**config.mk**
```make
export PLATFORM = sky130hd
export DESIGN_NAME = ppe_ram
export DESIGN_NICKNAME = d
export VERILOG_FILES = /design/src/rtl/ppe_ram.sv
export SDC_FILE = /design/constraint.sdc
export NUM_CORES = 1
export LEC_CHECK = 0
export ABC_CLOCK_PERIOD_IN_PS = 3590
export BUFFER_PORTS_ARGS = -buffer_cell sky130_fd_sc_hd__buf_2
export CAP_MARGIN = 0
export CORE_UTILIZATION = 55
export CTS_BUF_LIST = sky130_fd_sc_hd__clkbuf_8
export CTS_CLUSTER_DIAMETER = 80
export DETAILED_ROUTE_END_ITERATION = 12
export GPL_ROUTABILITY_DRIVEN = 0
export GPL_TIMING_DRIVEN = 0
export PLACE_DENSITY = 0.73
export SKIP_LAST_GASP = 1
export SYNTH_ARGS = -nofsm -noshare
export SYNTH_HDL_FRONTEND = slang
export SYNTH_SLANG_ARGS = --single-unit
```
**constraint.sdc**
```tcl
create_clock -name clk -period 3.59 [get_ports clk]
set_input_delay 0.1795 -clock clk [delete_from_list [all_inputs] [get_ports clk]]
set_output_delay 0.1795 -clock clk [all_outputs]
set_load 0.01 [all_outputs]
```
**src/rtl/ppe_ram.sv**
```systemverilog
module ppe_ram #(
    parameter int WIDTH = 8,
    parameter int DEPTH = 16
) (
    input  logic                     clk,
    input  logic                     we,
    input  logic [$clog2(DEPTH)-1:0] waddr,
    input  logic [WIDTH-1:0]         wdata,
    input  logic [$clog2(DEPTH)-1:0] raddr,
    output logic [WIDTH-1:0]         rdata
);

    logic [WIDTH-1:0] mem [DEPTH];

    always_ff @(posedge clk)
    begin
        if (we)
        begin
            mem[waddr] <= wdata;
        end
        rdata <= mem[raddr];
    end

endmodule

```
# After elaboration in Yosys (flattened, before gate mapping)
# Memory sizes are Yosys's and may differ from the RTL's. A register that Yosys moved wholly into a read port is not among the register bits.
# Cells that the tools add are included.
# Widths: inputs -> output; s select.
# word_totals
register_bits,0
latch_bits,0
ramBits,128
romBits,0
inputBits,18
output_inout_bits,8
mem_count,1
# classes
n_addsub,0
mul,0
div,0
order_cmp,0
n_eq_ne,0
n_shift,0
n_mux,2
bitwise_logic,0
reduce_logical,0
# mem_list
memory,words,word_bits,read_ports,rd_ports_with_merged_regs,wr,line,source
mem,16,8,1,1,1,13,logic [WIDTH-1:0] mem [DEPTH];
# op_table
operator,n
$mux 1,2

# Longest topological paths before layout
# logic_depth
word_depth,2
ltp_mapped,5
depth_no_buf,3

# Worst setup path before layout
# OpenSTA, ideal clock, no wires.
# synth_path
path_type,input to register
from,input port waddr[2]
to,"memory mem[0][0], enable pin"
arrival_ns,1.289
t_required_ns,3.207
setup_slack_ns,1.918
cell_stages,2
cell_sequence,or3b_2 nor3_1
# synth_lines
element,line,source
"start, declared",7,"input logic [$clog2(DEPTH)-1:0] waddr,"
"end, declared",13,
# Straight into the memory's write port.

# Worst setup path after layout
# layout_path
from,input port waddr[2]
to,"memory mem[0][7], enable pin"
# Straight into the memory's write port.

==> Implementation_results.wiki <==
{| class="wikitable"
! Metric !! Value
|-
| Largest net degree at the start of global routing || 17
|-
| Most common cell after layout, fill and taps aside || edfxtp_1
|-
| Dpl hpwl || 5750 µm
|-
| Net total in the final layout || 290
|-
| Floorplan die height || 98.7 µm
|-
| Site Rows || 34
|-
| Overall track demand over capacity in global routing || 20.2%
|-
| Drc violations || 0
|-
| Synth area leader || edfxtp_1
|-
| Placeable core area || 0.00889 mm²
|-
| Area fraction of the dominant cell type after synthesis || 74.7%
|-
| Setup fix buffers added after clock tree synthesis || 0
|-
| GR Overflow Total || 0
|-
| Final core utilization || 64.8%
|-
| Highest metal layer with signal wires || met4
|-
| Number of distinct library cells after synthesis || 19
|-
| Peak clock frequency supported by timing || 564 MHz
|-
| Top library cells by usage in the layout, fill and taps aside || edfxtp_1, buf_2, mux4_2
|-
| Worst slew margin || 16.0%
|-
| Setup repair after global routing missed its margin || false
|-
| Main combinational cell family by area after synthesis || multiplexers
|-
| Via count || 2330
|-
| DRC violation total after the first TritonRoute iteration || 225
|-
| Max-slew violations || 0
|-
| Final count of hold timing violations || 0
|-
| Post-placement worst setup slack || 1360 ps
|-
| Sequential area share after synthesis || 77.8%
|-
| Vias in the first global route || 2275
|-
| Complex-gate fraction of the synthesized area || 2.33%
|-
| Post-synthesis instance area || 0.00515 mm²
|-
| Port Buf Inserts || 24
|-
| Total of max-cap violations || 0
|-
| Count of H-tree levels built during CTS || 4
|-
| FF+latch count, synth || 136
|-
| Resized cells post-CTS || 0
|-
| Post-DRT Antenna Nets || 0
|-
| Start-to-end type of the worst setup path || in2reg
|-
| Post-synthesis net count || 247
|-
| Min-delay src || wdata[5]
|-
| Multiplexer area fraction after synthesis || 15.0%
|-
| Max Root-Sink Buffers || 2
|-
| M1 wire length || 3660 µm
|-
| Number of antenna violations at the first check in global routing || 0
|-
| CTS clk-pin slew, worst paths || 70 ps
|-
| Final cycle utilization of the critical path || 49.3%
|-
| Quantity of hold-fixing buffers added after cts || 0
|-
| Total clock sinks || 136
|-
| Start point of the critical path || waddr[2]
|-
| Setup TNS || 0 ps
|-
| Static power due to leakage || 0.00193 µW
|-
| Critical path startpoint category || input port
|-
| Synth Area in XOR/XNOR || 0%
|-
| Yosys synthesis warning count || 0
|-
| Overall die width || 98.7 µm
|-
| Arrival time at the worst endpoint || 1800 ps
|-
| Average cell area after synthesis || 22.5 µm²
|-
| Post-synthesis share of cell area spent on and, or, nand and nor gates || 3.18%
|-
| Clk root buf || clkbuf_8
|-
| Met3 layer wire length in the routed design || 681 µm
|-
| Run status || finished clean
|-
| Largest voltage drop on the vdd net || 0.291 mV
|-
| Sequential cell area || 0.00400 mm²
|-
| Top area cells in the synthesized netlist || edfxtp_1, mux4_2, mux4_1
|-
| Worst clock skew || 10.3 ps
|-
| First drt pass iteration count || 5
|-
| Post-synthesis instance total || 229
|-
| TritonCTS clock tree || built
|-
| Worst hold path type || in2reg
|-
| Required time at the worst-slack endpoint || 3620 ps
|-
| Sum of routed wire length over all layers || 8880 µm
|-
| Synth Area in Adders || 0%
|-
| Slew @ Worst Pin || 1250 ps
|-
| WL per Instance || 22.6 µm
|-
| Fill count || 594
|-
| Power density over the cells || 532 mW/mm²
|-
| Total inserted antenna cells || 0
|-
| Average via count per standard cell || 5.93
|-
| Overall die area || 0.00975 mm²
|-
| Worst setup margin || 1820 ps
|-
| Global-route wire length before repair || 13200 µm
|-
| Combined area of the multi-input logic cells || 0.00106 mm²
|-
| Starting density of the core || 57.9%
|-
| Num ports || 26
|-
| Routed wl met2 || 4430 µm
|-
| Synthesis-to-layout area growth || 11.9%
|-
| Crit path capture type || flop
|-
| Share of layout cells above drive strength 1 || 27.7%
|-
| Max FO, Critical Path || 8
|-
| Clock buffer count from CTS || 17
|-
| Worst-Skew Late Latency || 420 ps
|-
| Post-route minimum period || 1770 ps
|-
| Critical register-to-register path startpoint || mem[5][0]$_DFFE_PP_
|-
| Setup-failing EPs final || 0
|}
cells in the mapped netlist:
library cell / instances
nand3b_1: 2
edfxtp_1: 128
buf_6: 3
buf_4: 1
and2_1: 1
clkdlybuf4s25_2: 3
or3b_2: 1
dfxtp_1: 8
mux4_1: 14
nand2_1: 9
nor2b_1: 1
nand3_1: 1
a22oi_1: 16
nand2b_1: 2
and2b_1: 1
buf_2: 3
nor2_1: 13
mux4_2: 18
nor3_1: 4
path summary, 6_finish.rpt:
path	endpoint	slack [ps]	cells after the start
setup / recovery	mem[0][7]$_DFFE_PP_	1820	3
hold / removal	mem[14][5]$_DFFE_PP_	150	1
setup reg to reg	rdata[0]$_DFF_P_	2120	3
hold reg to reg	rdata[2]$_DFF_P_	680	3
flip-flops by register name, indices dropped and copies added (netlist names):
name / cells
mem: 128
rdata: 8
worst max-delay path, stage by stage:
cell and delay, ps:
buf_2 120, or3b_2 530, nor3_1 970
final cells by class:
cell class	instances	share of cell area, %
Tap cell	108	2.35
Clock buffer	17	4.06
Clock inverter	15	2.17
Multi-Input combinational cell	83	18.3
Buffer	10	1.50
Timing Repair Buffer	24	2.08
Sequential cell	136	69.5
report_power, final:
group	internal (µW)	leakage, µW	switching, µW
combinational	70.4	0.000515	97.6
clock	595	0.000195	520
sequential	1770	0.00122	7.45
through the flow:
stage | power, µW | hold slack, ps | instance area (µm²) | cells
finish | 3060 | 150 | 5760 | 393
global route | 3150 | 150 | 5760 | 393
CTS | 3090 | 132 | 5760 | 393
detailed placement | 1990 | 572 | 5400 | 361
global placement | 1980 | 572 | 5400 | 361
floorplan | 1910 | 278 | 5150 | 229
per-layer routing:
metal	GRT usage, %	vias up
li1	-	1058
met1	28.7	1182
met2	30.9	82
met3	4.26	8
met4	8.61	0
met5	0	-
kinds of logic (layout without fill, tap and decap cells):
| kind of cell | after synthesis | in the layout |
|---|---|---|
| AOI/OAI and AO/OA | 16 | 16 |
| buffers and inverters | 10 | 66 |
| DFF | 136 | 136 |
| muxes | 32 | 32 |
| and+or+nand+nor | 35 | 35 |
Power figures use the tool's default switching activity.
