<file path="src/rtl/ppe_pkg.sv">
package ppe_pkg;

    localparam int POOL_SIZE = 32;
    localparam int IDX_W = $clog2(POOL_SIZE);
    localparam int CNT_W = $clog2(POOL_SIZE + 1);

    // Request codes on req_type
    localparam logic REQ_SPAWN = 1'b0;
    localparam logic REQ_TICK  = 1'b1;

    // Per-slot record: pos x/y, vel x/y, grav x/y, life, max life, side, rgb, base alpha
    localparam int REC_W = 32 * 6 + 31 + 31 + 31 + 24 + 8;

    typedef struct packed {
        logic signed [31:0] px;
        logic signed [31:0] py;
        logic signed [31:0] vx;
        logic signed [31:0] vy;
        logic signed [31:0] gx;
        logic signed [31:0] gy;
        logic [30:0]        life;
        logic [30:0]        max_life;
        logic [30:0]        side;
        logic [23:0]        rgb;
        logic [7:0]         base;
    } rec_t;

    typedef enum logic [3:0] {
        ST_IDLE,
        ST_RD,
        ST_WAIT,
        ST_VEL,
        ST_POS,
        ST_CHK,
        ST_MOVE_RD,
        ST_MOVE_WAIT,
        ST_EMIT_RD,
        ST_EMIT_WAIT,
        ST_DIV,
        ST_OUT
    } state_t;

    typedef struct packed {
        logic ld_rec;
        logic do_vel;
        logic do_pos;
        logic div_start;
    } dp_cmd_t;

    typedef struct packed {
        logic dead;
        logic div_done;
    } dp_sts_t;

    // Clamp a 35-bit sum into the signed 32-bit range
    function automatic logic signed [31:0] sat32(input logic signed [34:0] v);
        if (v > 35'sd2147483647)
            return 32'sh7fffffff;
        else if (v < -35'sd2147483648)
            return 32'sh80000000;
        else
            return v[31:0];
    endfunction

endpackage

</file>
<file path="src/rtl/ppe_ctrl.sv">
module ppe_ctrl (
    input  logic                         clk,
    input  logic                         rst_n,
    input  logic                         in_valid,
    output logic                         in_ready,
    input  logic                         req_type,
    input  logic [17:0]                  dt_in,
    output logic [17:0]                  dt,
    output logic                         out_valid,
    input  logic                         out_ready,
    output logic                         last,
    output ppe_pkg::dp_cmd_t             cmd,
    input  ppe_pkg::dp_sts_t             sts,
    output logic                         we,
    output logic                         wsel_in,
    output logic [ppe_pkg::IDX_W-1:0]    waddr,
    output logic [ppe_pkg::IDX_W-1:0]    raddr,
    output logic [ppe_pkg::CNT_W-1:0]    count
);

    ppe_pkg::state_t             state_reg, state_next;
    logic [ppe_pkg::CNT_W-1:0]   cnt_reg, cnt_next;
    logic [ppe_pkg::CNT_W-1:0]   idx_reg, idx_next;
    logic [17:0]                 dt_reg, dt_next;

    always_ff @(posedge clk or negedge rst_n)
    begin
        if (!rst_n)
        begin
            state_reg <= ppe_pkg::ST_IDLE;
            cnt_reg   <= '0;
            idx_reg   <= '0;
            dt_reg    <= '0;
        end
        else
        begin
            state_reg <= state_next;
            cnt_reg   <= cnt_next;
            idx_reg   <= idx_next;
            dt_reg    <= dt_next;
        end
    end

    always_comb
    begin
        state_next = state_reg;
        cnt_next   = cnt_reg;
        idx_next   = idx_reg;
        dt_next    = dt_reg;
        cmd        = '0;
        in_ready   = 1'b0;
        out_valid  = 1'b0;
        we         = 1'b0;
        wsel_in    = 1'b0;
        waddr      = idx_reg[ppe_pkg::IDX_W-1:0];
        raddr      = idx_reg[ppe_pkg::IDX_W-1:0];
        case (state_reg)
            ppe_pkg::ST_IDLE:
            begin
                in_ready = 1'b1;
                waddr    = cnt_reg[ppe_pkg::IDX_W-1:0];
                wsel_in  = 1'b1;
                if (in_valid)
                begin
                    if (req_type == ppe_pkg::REQ_SPAWN)
                    begin
                        // Append, drop when full
                        if (cnt_reg < ppe_pkg::CNT_W'(ppe_pkg::POOL_SIZE))
                        begin
                            we       = 1'b1;
                            cnt_next = cnt_reg + 1'b1;
                        end
                    end
                    else
                    begin
                        dt_next    = dt_in;
                        idx_next   = '0;
                        state_next = ppe_pkg::ST_RD;
                    end
                end
            end
            ppe_pkg::ST_RD:
            begin
                if (idx_reg >= cnt_reg)
                begin
                    idx_next   = '0;
                    state_next = ppe_pkg::ST_EMIT_RD;
                end
                else
                begin
                    state_next = ppe_pkg::ST_WAIT;
                end
            end
            ppe_pkg::ST_WAIT:
            begin
                cmd.ld_rec = 1'b1;
                state_next = ppe_pkg::ST_VEL;
            end
            ppe_pkg::ST_VEL:
            begin
                cmd.do_vel = 1'b1;
                state_next = ppe_pkg::ST_POS;
            end
            ppe_pkg::ST_POS:
            begin
                cmd.do_pos = 1'b1;
                state_next = ppe_pkg::ST_CHK;
            end
            ppe_pkg::ST_CHK:
            begin
                if (sts.dead)
                begin
                    // Pull last particle into this slot and step it here
                    cnt_next   = cnt_reg - 1'b1;
                    state_next = ppe_pkg::ST_MOVE_RD;
                end
                else
                begin
                    we         = 1'b1;
                    idx_next   = idx_reg + 1'b1;
                    state_next = ppe_pkg::ST_RD;
                end
            end
            ppe_pkg::ST_MOVE_RD:
            begin
                raddr = cnt_reg[ppe_pkg::IDX_W-1:0];
                if (idx_reg >= cnt_reg)
                begin
                    idx_next   = '0;
                    state_next = ppe_pkg::ST_EMIT_RD;
                end
                else
                begin
                    state_next = ppe_pkg::ST_WAIT;
                end
            end
            ppe_pkg::ST_EMIT_RD:
            begin
                if (idx_reg >= cnt_reg)
                begin
                    state_next = ppe_pkg::ST_IDLE;
                end
                else
                begin
                    state_next = ppe_pkg::ST_EMIT_WAIT;
                end
            end
            ppe_pkg::ST_EMIT_WAIT:
            begin
                cmd.ld_rec = 1'b1;
                state_next = ppe_pkg::ST_DIV;
            end
            ppe_pkg::ST_DIV:
            begin
                cmd.div_start = 1'b1;
                state_next    = ppe_pkg::ST_MOVE_WAIT;
            end
            ppe_pkg::ST_MOVE_WAIT:
            begin
                if (sts.div_done)
                begin
                    state_next = ppe_pkg::ST_OUT;
                end
            end
            ppe_pkg::ST_OUT:
            begin
                out_valid = 1'b1;
                if (out_ready)
                begin
                    idx_next   = idx_reg + 1'b1;
                    state_next = ppe_pkg::ST_EMIT_RD;
                end
            end
            default:
            begin
                state_next = ppe_pkg::ST_IDLE;
            end
        endcase
    end

    assign dt    = dt_reg;
    assign last  = (idx_reg + 1'b1 == cnt_reg);
    assign count = cnt_reg;

endmodule

</file>
<file path="config.mk">
export PLATFORM = sky130hd
export DESIGN_NAME = ppe_ctrl
export DESIGN_NICKNAME = d
export VERILOG_FILES = /design/src/rtl/ppe_pkg.sv /design/src/rtl/ppe_ctrl.sv
export SDC_FILE = /design/constraint.sdc
export NUM_CORES = 1
export LEC_CHECK = 0
export BUFFER_PORTS_ARGS = -buffer_cell sky130_fd_sc_hd__buf_2
export CORE_MARGIN = 3
export CORE_UTILIZATION = 56
export DETAILED_ROUTE_END_ITERATION = 12
export GPL_ROUTABILITY_DRIVEN = 0
export PLACE_DENSITY = 0.81
export SLEW_MARGIN = 5
export SYNTH_ARGS = -nofsm -noshare
export SYNTH_HDL_FRONTEND = slang
export SYNTH_SLANG_ARGS = --single-unit
</file>
<file path="constraint.sdc">
create_clock -name clk -period 6.1 [get_ports clk]
set_clock_uncertainty 0.15 [all_clocks]
set_input_delay 1.22 -clock clk [delete_from_list [all_inputs] [get_ports clk]]
set_output_delay 1.22 -clock clk [all_outputs]
set_load 0.05 [all_outputs]
</file>
# ---- Word-level counts from Yosys, hierarchy flattened
# Cells that the tools add are included.
dict set report op_classes {
  add_sub_neg 3
  magnitude_cmp 2
  shift 0
  mul 0
  bitwise_logic 0
  div 0
  reduce_logical 9
  eq_ne 21
  n_mux 32
}
# operator n
set op_table {}
lappend op_table {{2-to-1 mux 6 bit} 9}
lappend op_table {{case mux 4 bit (11 select lines)} 1}
lappend op_table {{2-to-1 mux 4 bit} 6}
lappend op_table {{case mux 6 bit (4 select lines)} 1}
lappend op_table {{== test 4 x 3 -> 1 bit (second input constant)} 4}
lappend op_table {{== test 4 bit (second input constant)} 4}
lappend op_table {{!= test 2 bit (second input constant)} 8}
lappend op_table {{adder 6 x 1 -> 6 bit (second input constant)} 2}
lappend op_table {{case mux 6 bit (2 select lines)} 1}
lappend op_table {{2-to-1 mux 1 bit} 10}
lappend op_table {{2-to-1 mux 5 bit} 2}
lappend op_table {{== test 4 x 2 -> 1 bit (second input constant)} 2}
lappend op_table {{== test 6 bit} 1}
lappend op_table {{>= comparator 6 bit} 1}
lappend op_table {{less-than comparator 6 bit (second input constant)} 1}
lappend op_table {{AND reduction 6 bit} 1}
lappend op_table {{subtractor 6 x 1 -> 6 bit (second input constant)} 1}
lappend op_table {{AND reduction 5 bit} 1}
lappend op_table {{== test 4 x 1 -> 1 bit (second input constant)} 1}
lappend op_table {{zero test 4 bit} 1}
lappend op_table {{AND reduction 4 bit} 1}
lappend op_table {{nonzero test 4 bit} 1}
lappend op_table {{OR reduction 2 bit} 2}
lappend op_table {{2-to-1 mux 3 bit} 1}
lappend op_table {{other kinds (4)} 4}
dict set report totals {
  ramBits 0
  in_bits 25
  mem_bits_ro 0
  n_memories 0
  latch_bits 0
  out_inout_bits 43
  regBits 34
}

# ---- Depth between registers and ports, before layout
# Gate-level depths: netlist (run 1).
dict set report logic_depth {
  word_depth 5
  ltp_mapped 9
}

# ---- Least setup slack after synthesis (run 1)
# Ideal clock, no wire load.
dict set report synth_path {
  path_type {register -> output}
  startpoint {register cnt_reg (netlist bit count[0])}
  endpoint {output port last}
  t_arrival_ns 2.496
  stages_incl_launch_ff 4
  required_ns 4.730
  setup_slack_ns 2.234
  path_cell_list {dfrtp_1 -> ha_1 -> or3_1 -> nor3_1}
}
dict set report synth_between {
  elab_chain_len 1
}
# element line_no
set synth_lines {}
lappend synth_lines {{start, declared} ppe_ctrl.sv:22} ;# logic [ppe_pkg::CNT_W-1:0] cnt_reg, cnt_next;
lappend synth_lines {{start signal, assigned} ppe_ctrl.sv:38} ;# cnt_reg <= cnt_next;
lappend synth_lines {{== test 6 bit} ppe_ctrl.sv:182} ;# assign last = (idx_reg + 1'b1 == cnt_reg);
lappend synth_lines {{end, declared} ppe_ctrl.sv:11} ;# output logic last,
# No other way between the ends.

# ---- Worst setup path in the final report (run 1)
dict set report layout_path {
  startpoint {register state_reg[2]}
  endpoint {output port raddr[2] (netlist name)}
}
dict set report layout_between {
  elab_chain_len 2
}
# element line_no
set layout_lines {}
lappend layout_lines {{start, declared} ppe_ctrl.sv:21} ;# ppe_pkg::state_t state_reg, state_next;
lappend layout_lines {{start signal, assigned} ppe_ctrl.sv:30} ;# state_reg <= ppe_pkg::ST_IDLE;
lappend layout_lines {{start signal, assigned} ppe_ctrl.sv:37} ;# state_reg <= state_next;
lappend layout_lines {{== test 4 x 3 -> 1 bit} ppe_ctrl.sv:57} ;# case (state_reg)
lappend layout_lines {{2-to-1 mux 5 bit} ppe_ctrl.sv:57}
lappend layout_lines {{end, declared} ppe_ctrl.sv:17} ;# output logic [ppe_pkg::IDX_W-1:0] raddr,
# No other way between the ends.

==> results.tsv, run 1 <==
metric	value	unit
largest_reg_flops	18	
drv_slew	0	
multiInputGateArea	1371	um2
cp-end-kind	output pin	
most-common-layout-cells	67 x buf_2, 34 x dfrtp_1, 18 x o21ai_0	
via_per_inst	5.660	
fin_crit_sh	61.70	%
grt_first_pass_wirelength	8825	um
final_nets	335	
r2r_slack	3.07	ns
rows	22	
fp.dieW	70.83	um
num_vias	1964	
yosysUniqueCellTypes	52	
dieHeight	70.83	um
ant_nets	0	
grt_overflow_total	0	
antenna_found_initial	0	
timing.fmax	265.7	MHz
h-tree-depth	2	
worst_pin_slew	0.7854	ns
synth_flop_cell	dfrtp_1	
insertion_delay	0.28	ns
finalHoldViolations	0	
wl_met2	2552	um
final-setup-viol-count	0	
worst_ep_required_time	4.73	ns
met3_length	313	um
rsz0062_at_grt	no	
core_area	3854	um2
drive_gt1_share	35.79	%
synth_edf_count	0	
syn_area	2354	um2
hold_path_class	flop to flop	
crit_type	flop to output pin	
drc	0	
drt-wirelength-per-cell	15.28	um
cts_resized	0	
path_max_fanout	19	
cp.arrival	2.39	ns
hold_depth	1	
yosys_warnings	0	
area_growth_syn_to_layout	19.51	%
gr-usage-all-layers	21.76	%
r2r_cells	8	
grt_pass1_vias	1803	
synth-seq-area-share	36.15	%
nFillCells	307	
placement.io_buffers	67	
hold_ws	0.3516	ns
numCtsBuffers	5	
cts_root_buf	clkbuf_8	
cts.path.max_buffers	2	
syn_inst	235	
synth_seq_cells	34	
syn-num-nets	272	
cp-start-kind	flop	
routed.top_layer	met4	
cts-hold-fix-buffers	0	
layout.area.seq	850.8	um2
pin_count	68	
cts_setup_buffers	0	
drtPass1Iterations	4	
wirelength	5303	um
finalCriticalPeriod	3.764	ns
dp_hpwl	3872	um
dr.first_iter.drc_count	119	
fin_tns_setup	0	ns
async_flop_share	100.0	%
cts.sinks	34	
dieArea	5017	um2
cts_tree	built	
clkSlewWorstSetupHoldPaths	0.07	ns
final_common_cell	buf_2	
synth.avg_cell_area	10.01	um2
outcome	completed	
antenna_cells	0	
drt-met1-wl	2405	um
cap_violations	0	
grt_max_degree	35	
slew_headroom	47.24	%
initial_utilization	61.07	%
-- Yosys cell counts (6+ instances only) --
master   number  area [um2]
a21oi_1      11       55.05
dfrtp_1      34       850.8
ha_1         11       137.6
inv_1        13       48.80
mux2_2       14       157.7
mux2_4       10       150.1
nand2_1      17       63.81
nor2_1       15       56.30
nor3_1        6       30.03
o21ai_0      18       90.09
xnor2_1       7       61.31
-- through the flow --
stage	setup WS, ns	cell area [um2]	std cells	utilization [%]
after global placement	2.757	2670	339	69.29
after CTS	2.355	2813	347	72.99
after detailed placement	2.675	2670	339	69.29
after floorplan	2.234	2354	235	-
after global routing	2.203	2813	347	72.99
final	2.336	2813	347	72.99
-- layout make-up --
class / instances / area share [%]
multi-input cells: 176 / 48.75
clock inverters: 2 / 2.135
well taps: 48 / 2.135
flip-flops and latches: 34 / 30.25
inverters: 14 / 1.868
clock buffers: 6 / 2.936
repair buffers: 67 / 11.92
-- path summary, 6_finish.rpt --
| kind | from | endpoint |
|---|---|---|
| worst max register to register | state_reg[2]$_DFFE_PN0P_ | count[5]$_DFFE_PN0P_ |
| max in group asynchronous | rst_n | dt[7]$_DFFE_PN0P_ |
| worst min register to register | dt[9]$_DFFE_PN0P_ | dt[9]$_DFFE_PN0P_ |
| min in group asynchronous | rst_n | count[5]$_DFFE_PN0P_ |
| worst max-delay path | state_reg[2]$_DFFE_PN0P_ | raddr[2] |
| worst min-delay path | dt[9]$_DFFE_PN0P_ | dt[9]$_DFFE_PN0P_ |
-- routing by layer --
layer  up-vias  GRT usage, %
met5         -             0
met4         0         4.593
met3         2         4.403
met2        74         35.12
met1       915         30.47
li1        973             -
-- cells by family (layout without fill, tap and decap cells) --
group | Yosys count | after routing | synth area share (%)
buffers and inverters | 25 | 89 | 5.582
AOI/OAI and AO/OA | 56 | 56 | 15.95
and+or+nand+nor | 69 | 69 | 16.64
DFF | 34 | 34 | 36.15
adders and majority gates | 12 | 12 | 6.699
xor gates and xnor gates | 11 | 11 | 4.093
muxes | 28 | 28 | 14.89
-- worst max-delay path, stage by stage, from the launching register on --
cell	delay [ns]
dfrtp_1	0.73
nand2b_1	0.20
nor2_1	0.56
mux2_2	0.40
buf_2	0.21
Power of run 1 is left out: the tool's default activity adds up to more than one toggle a clock period on the data nets, which glitch-free logic cannot reach.
==> run 2, diff against run 1 <==
Settings changed: CORE_UTILIZATION 56 to 52, PLACE_DENSITY 0.81 to 0.76.
Clock period 6.1 ns to 3.82 ns, I/O delays scaled along.
==> run 2 against run 1 <==
  * Clock-buffer cell count grew 1
  * Register-to-register slack lost 2.2 ns
  * Sequential share of layout area grew 0.53 points
  * Critical endpoint is now raddr[3]
  * Final cell count grew 0.58%
  * Largest cell class unchanged
  * Die area grew 7.0%
==> results.tsv, run 2 (synthesis gave the netlist of run 1 again) <==
metric	value	unit	change
hold_path_class	flop to flop		
drive_gt1_share	35.45	%	-0.33 points
rsz0062_at_grt	no		
fin_crit_sh	85.93	%	
rows	23		+4.5%
dp_hpwl	4183	um	+8.0%
drv_slew	0		unchanged
finalCriticalPeriod	3.283	ns	
most-common-layout-cells	67 x buf_2, 34 x dfrtp_1, 18 x o21ai_0		
core_area	4173	um2	+8.3%
cp-start-kind	flop		
worst_pin_slew	0.7646	ns	-0.02079 ns
cpPeakStageDelay	0.72	ns	about the same
antenna_cells	0		unchanged
numCtsBuffers	5		unchanged
largest_reg_flops	18		unchanged
cp_num_buf_inv	1		unchanged
worst_ep_required_time	2.91	ns	-1.82 ns
num_vias	1965		+0.051%
drt-wirelength-per-cell	15.82	um	+3.5%
grt_overflow_total	0		unchanged
finalHoldViolations	0		unchanged
final_nets	335		unchanged
cpLargestDelayFamily	simple AND/OR/NAND/NOR gates		
wirelength	5522	um	+4.1%
path_max_fanout	19		unchanged
grt_first_pass_wirelength	8907	um	+0.93%
gr-usage-all-layers	21.58	%	-0.19 points
path_depth	4		unchanged
initial_utilization	56.40	%	-4.7 points
via_per_inst	5.630		-0.52%
final-setup-viol-count	0		unchanged
grt_pass1_vias	1900		+5.4%
hold_depth	1		unchanged
slew_headroom	48.64	%	+1.4 points
use_met3	4.241	%	-0.16 points
pin_count	68		unchanged
cts.path.max_buffers	2		unchanged
cts_root_buf	clkbuf_8		
h-tree-depth	2		unchanged
cap_violations	0		unchanged
cp.arrival	2.37	ns	-0.02 ns
outcome	completed		
insertion_delay	0.28	ns	about the same
grt.busiest_layer	met2		
dr.first_iter.drc_count	115		-3.4%
dieArea	5369	um2	+7.0%
ant_nets	0		unchanged
grt_use_met2	36.94	%	+1.8 points
fin_tns_setup	0	ns	unchanged
path_cells	nand2b_1 -> nor2_1 -> mux2_2 -> buf_2		
r2r_cells	8		unchanged
drtPass1Iterations	4		unchanged
area_growth_syn_to_layout	17.44	%	
drc	0		unchanged
cts_tree	built		
cts_setup_buffers	0		unchanged
slowest_stage	dfrtp_1		
placement.io_buffers	67		unchanged
cts.sinks	34		unchanged
cp-end-kind	output pin		
timing.fmax	304.6	MHz	
crit_type	flop to output pin		
grt_max_degree	35		unchanged
final_common_cell	buf_2		
dieHeight	73.28	um	+3.5%
gr-usage-met1	27.98	%	-2.5 points
cts-hold-fix-buffers	0		unchanged
cts_resized	0		unchanged
fp.dieW	73.28	um	+3.5%
antenna_found_initial	0		unchanged
clkSlewWorstSetupHoldPaths	0.07	ns	about the same
==> run 2: worst paths after layout <==
path / start / endpoint / slack [ns]
setup reg to reg: state_reg[2]$_DFFE_PN0P_ / count[5]$_DFFE_PN0P_ / 0.84
min in group asynchronous: rst_n / count[4]$_DFFE_PN0P_ / 0.40
max in group asynchronous: rst_n / dt[13]$_DFFE_PN0P_ / 2.63
hold reg to reg: dt[8]$_DFFE_PN0P_ / dt[8]$_DFFE_PN0P_ / 0.35
hold / removal: dt[8]$_DFFE_PN0P_ / dt[8]$_DFFE_PN0P_ / 0.35
setup / recovery: state_reg[2]$_DFFE_PN0P_ / raddr[3] / 0.54
==> run 2: worst reg2reg max path, stage by stage (launching register included) <==
cell	delay (ns)
dfrtp_1	0.72
nand4bb_1	0.38
inv_2	0.26
ha_1	0.27
a211oi_1	0.24
nor2_1	0.10
or3_1	0.31
a221o_1	0.32
xnor2_1	0.13
==> run 2: cell type report <==
cell class | instances | area [um2]
clock buffer | 7 | 86.33
clock inverter | 1 | 5.005
fill | 343 | 1409
inverter | 14 | 52.55
multi-input combinational | 176 | 1371
sequential | 34 | 850.8
tap | 50 | 62.56
timing repair buffer | 67 | 335.3
==> run 2: stage by stage <==
step	cells	setup WS (ns)	utilization, %	hold slack, ns	area (um2)
floorplan	235	0.4097	-	0.3184	2354
global placement	341	0.9512	64.05	0.3338	2673
detailed placement	341	0.8809	64.05	0.3364	2673
CTS	349	0.5445	66.24	0.3540	2764
global route	349	0.3892	66.24	0.3681	2764
finish	349	0.5373	66.24	0.3523	2764
==> run 2: routing by layer <==
layer	vias to the layer above	wire [um]
li1	966	-
met1	929	2366
met2	66	2760
met3	4	348
met4	0	46
met5	-	0
Power of run 2 is left out for the same reason.
==> run 3, diff against run 2 <==
Settings changed: MAX_ROUTING_LAYER set to met4.
==> run 3 against run 2 <==
  * Via count fell by 0.10%
  * Non-clock buffer count stayed put
  * Worst setup slack worse by 0.0067 ns
  * Critical path depth unchanged
  * Maximum frequency down 0.20%
  * Hold slack about the same
  * Utilization is the same
  * Register-to-register slack about the same
  * Final cell count unchanged
  * Clock-buffer cell count stayed put
==> results.tsv, run 3 (synthesis gave the netlist of run 1 again) <==
metric	value	unit	change
dp_hpwl	4183	um	unchanged
gr-usage-all-layers	22.24	%	+0.66 points
pin_count	68		unchanged
slew_headroom	48.64	%	about the same
cap_violations	0		unchanged
rsz0062_at_grt	no		
worst_ep_required_time	2.91	ns	about the same
fin_crit_sh	86.11	%	+0.17 points
clkSlewWorstSetupHoldPaths	0.07	ns	about the same
drc	0		unchanged
timing.fmax	304.0	MHz	-0.20%
core_area	4173	um2	unchanged
antenna_cells	0		unchanged
finalCriticalPeriod	3.289	ns	+0.006670 ns
antenna_found_initial	0		unchanged
final-setup-viol-count	0		unchanged
path_max_fanout	19		unchanged
drtPass1Iterations	4		unchanged
fp.dieW	73.28	um	unchanged
slowest_stage	dfrtp_1		
outcome	completed		
cts_tree	built		
finalHoldViolations	0		unchanged
dieArea	5369	um2	unchanged
wirelength	5546	um	+0.43%
fin_tns_setup	0	ns	unchanged
postLayoutCoreUtil	66.24	%	unchanged
hold_path_class	flop to flop		
cts_resized	0		unchanged
grt_overflow_total	0		unchanged
ant_nets	0		unchanged
dieHeight	73.28	um	unchanged
cts.sinks	34		unchanged
worst_pin_slew	0.7646	ns	-0.00002855 ns
drive_gt1_share	35.45	%	unchanged
area_growth_syn_to_layout	17.44	%	unchanged
final_nets	335		unchanged
grt_first_pass_wirelength	8914	um	about the same
cp-start-kind	flop		
grt_pass1_vias	1899		-0.053%
num_vias	1963		-0.10%
numCtsBuffers	5		unchanged
cts.path.max_buffers	2		unchanged
most-common-layout-cells	67 x buf_2, 34 x dfrtp_1, 18 x o21ai_0		
nFillCells	343		unchanged
rows	23		unchanged
grt_max_degree	35		unchanged
insertion_delay	0.28	ns	about the same
path_cells	nand2b_1 -> nor2_1 -> mux2_2 -> buf_2		
via_per_inst	5.625		-0.10%
cts_setup_buffers	0		unchanged
drv_slew	0		unchanged
cp.arrival	2.38	ns	about the same
placement.io_buffers	67		unchanged
cts_root_buf	clkbuf_8		
cts-hold-fix-buffers	0		unchanged
initial_utilization	56.40	%	unchanged
largest_reg_flops	18		unchanged
layout.area.seq	850.8	um2	unchanged
drt-wirelength-per-cell	15.89	um	+0.43%
final_common_cell	buf_2		
multiInputGateArea	1371	um2	unchanged
cpPeakStageDelay	0.72	ns	about the same
dr.first_iter.drc_count	115		unchanged
h-tree-depth	2		unchanged
crit_type	flop to output pin		
cp-end-kind	output pin		
==> run 3: worst paths after layout <==
path / start / end / slack [ns] / depth (start not counted)
setup / recovery: state_reg[2]$_DFFE_PN0P_ / raddr[3] / 0.53 / 4
hold / removal: dt[8]$_DFFE_PN0P_ / dt[8]$_DFFE_PN0P_ / 0.35 / 1
setup reg to reg: state_reg[2]$_DFFE_PN0P_ / count[5]$_DFFE_PN0P_ / 0.84 / 8
hold reg to reg: dt[8]$_DFFE_PN0P_ / dt[8]$_DFFE_PN0P_ / 0.35 / 1
max in group asynchronous: rst_n / dt[13]$_DFFE_PN0P_ / 2.63 / 1
min in group asynchronous: rst_n / count[4]$_DFFE_PN0P_ / 0.40 / 1
==> run 3: layout make-up <==
type / instances / area share, %
multi-input combinational: 176 / 49.62
clock buffer: 7 / 3.124
tap: 50 / 2.263
clock inverter: 1 / 0.1811
timing repair buffer: 67 / 12.13
inverter: 14 / 1.901
sequential: 34 / 30.78
==> run 3: layer usage <==
| layer | vias up | GRT usage [%] | part of all wire (%) |
|---|---|---|---|
| met5 | - | - | 0 |
| met4 | 0 | 5.123 | 0.79 |
| met3 | 4 | 4.104 | 6.1 |
| met2 | 62 | 37.04 | 50 |
| met1 | 930 | 28.06 | 43 |
| li1 | 967 | - | - |
==> run 3: critical path: cells and delay by family, from the launching register on <==
| family | cells | cell delay [ns] |
|---|---|---|
| DFF | 1 | 0.72 |
| muxes | 1 | 0.40 |
| and+or+nand+nor | 2 | 0.75 |
| buffers and inverters | 1 | 0.21 |
==> run 3: through the flow <==
step	worst slack, ns	hold WS [ns]	instances	cell area, um2
after floorplan	0.4097	0.3184	235	2354
after global placement	0.9512	0.3338	341	2673
after detailed placement	0.8809	0.3364	341	2673
after CTS	0.5445	0.3540	349	2764
after global routing	0.3896	0.3681	349	2764
final	0.5306	0.3522	349	2764
Power of run 3 is left out for the same reason.
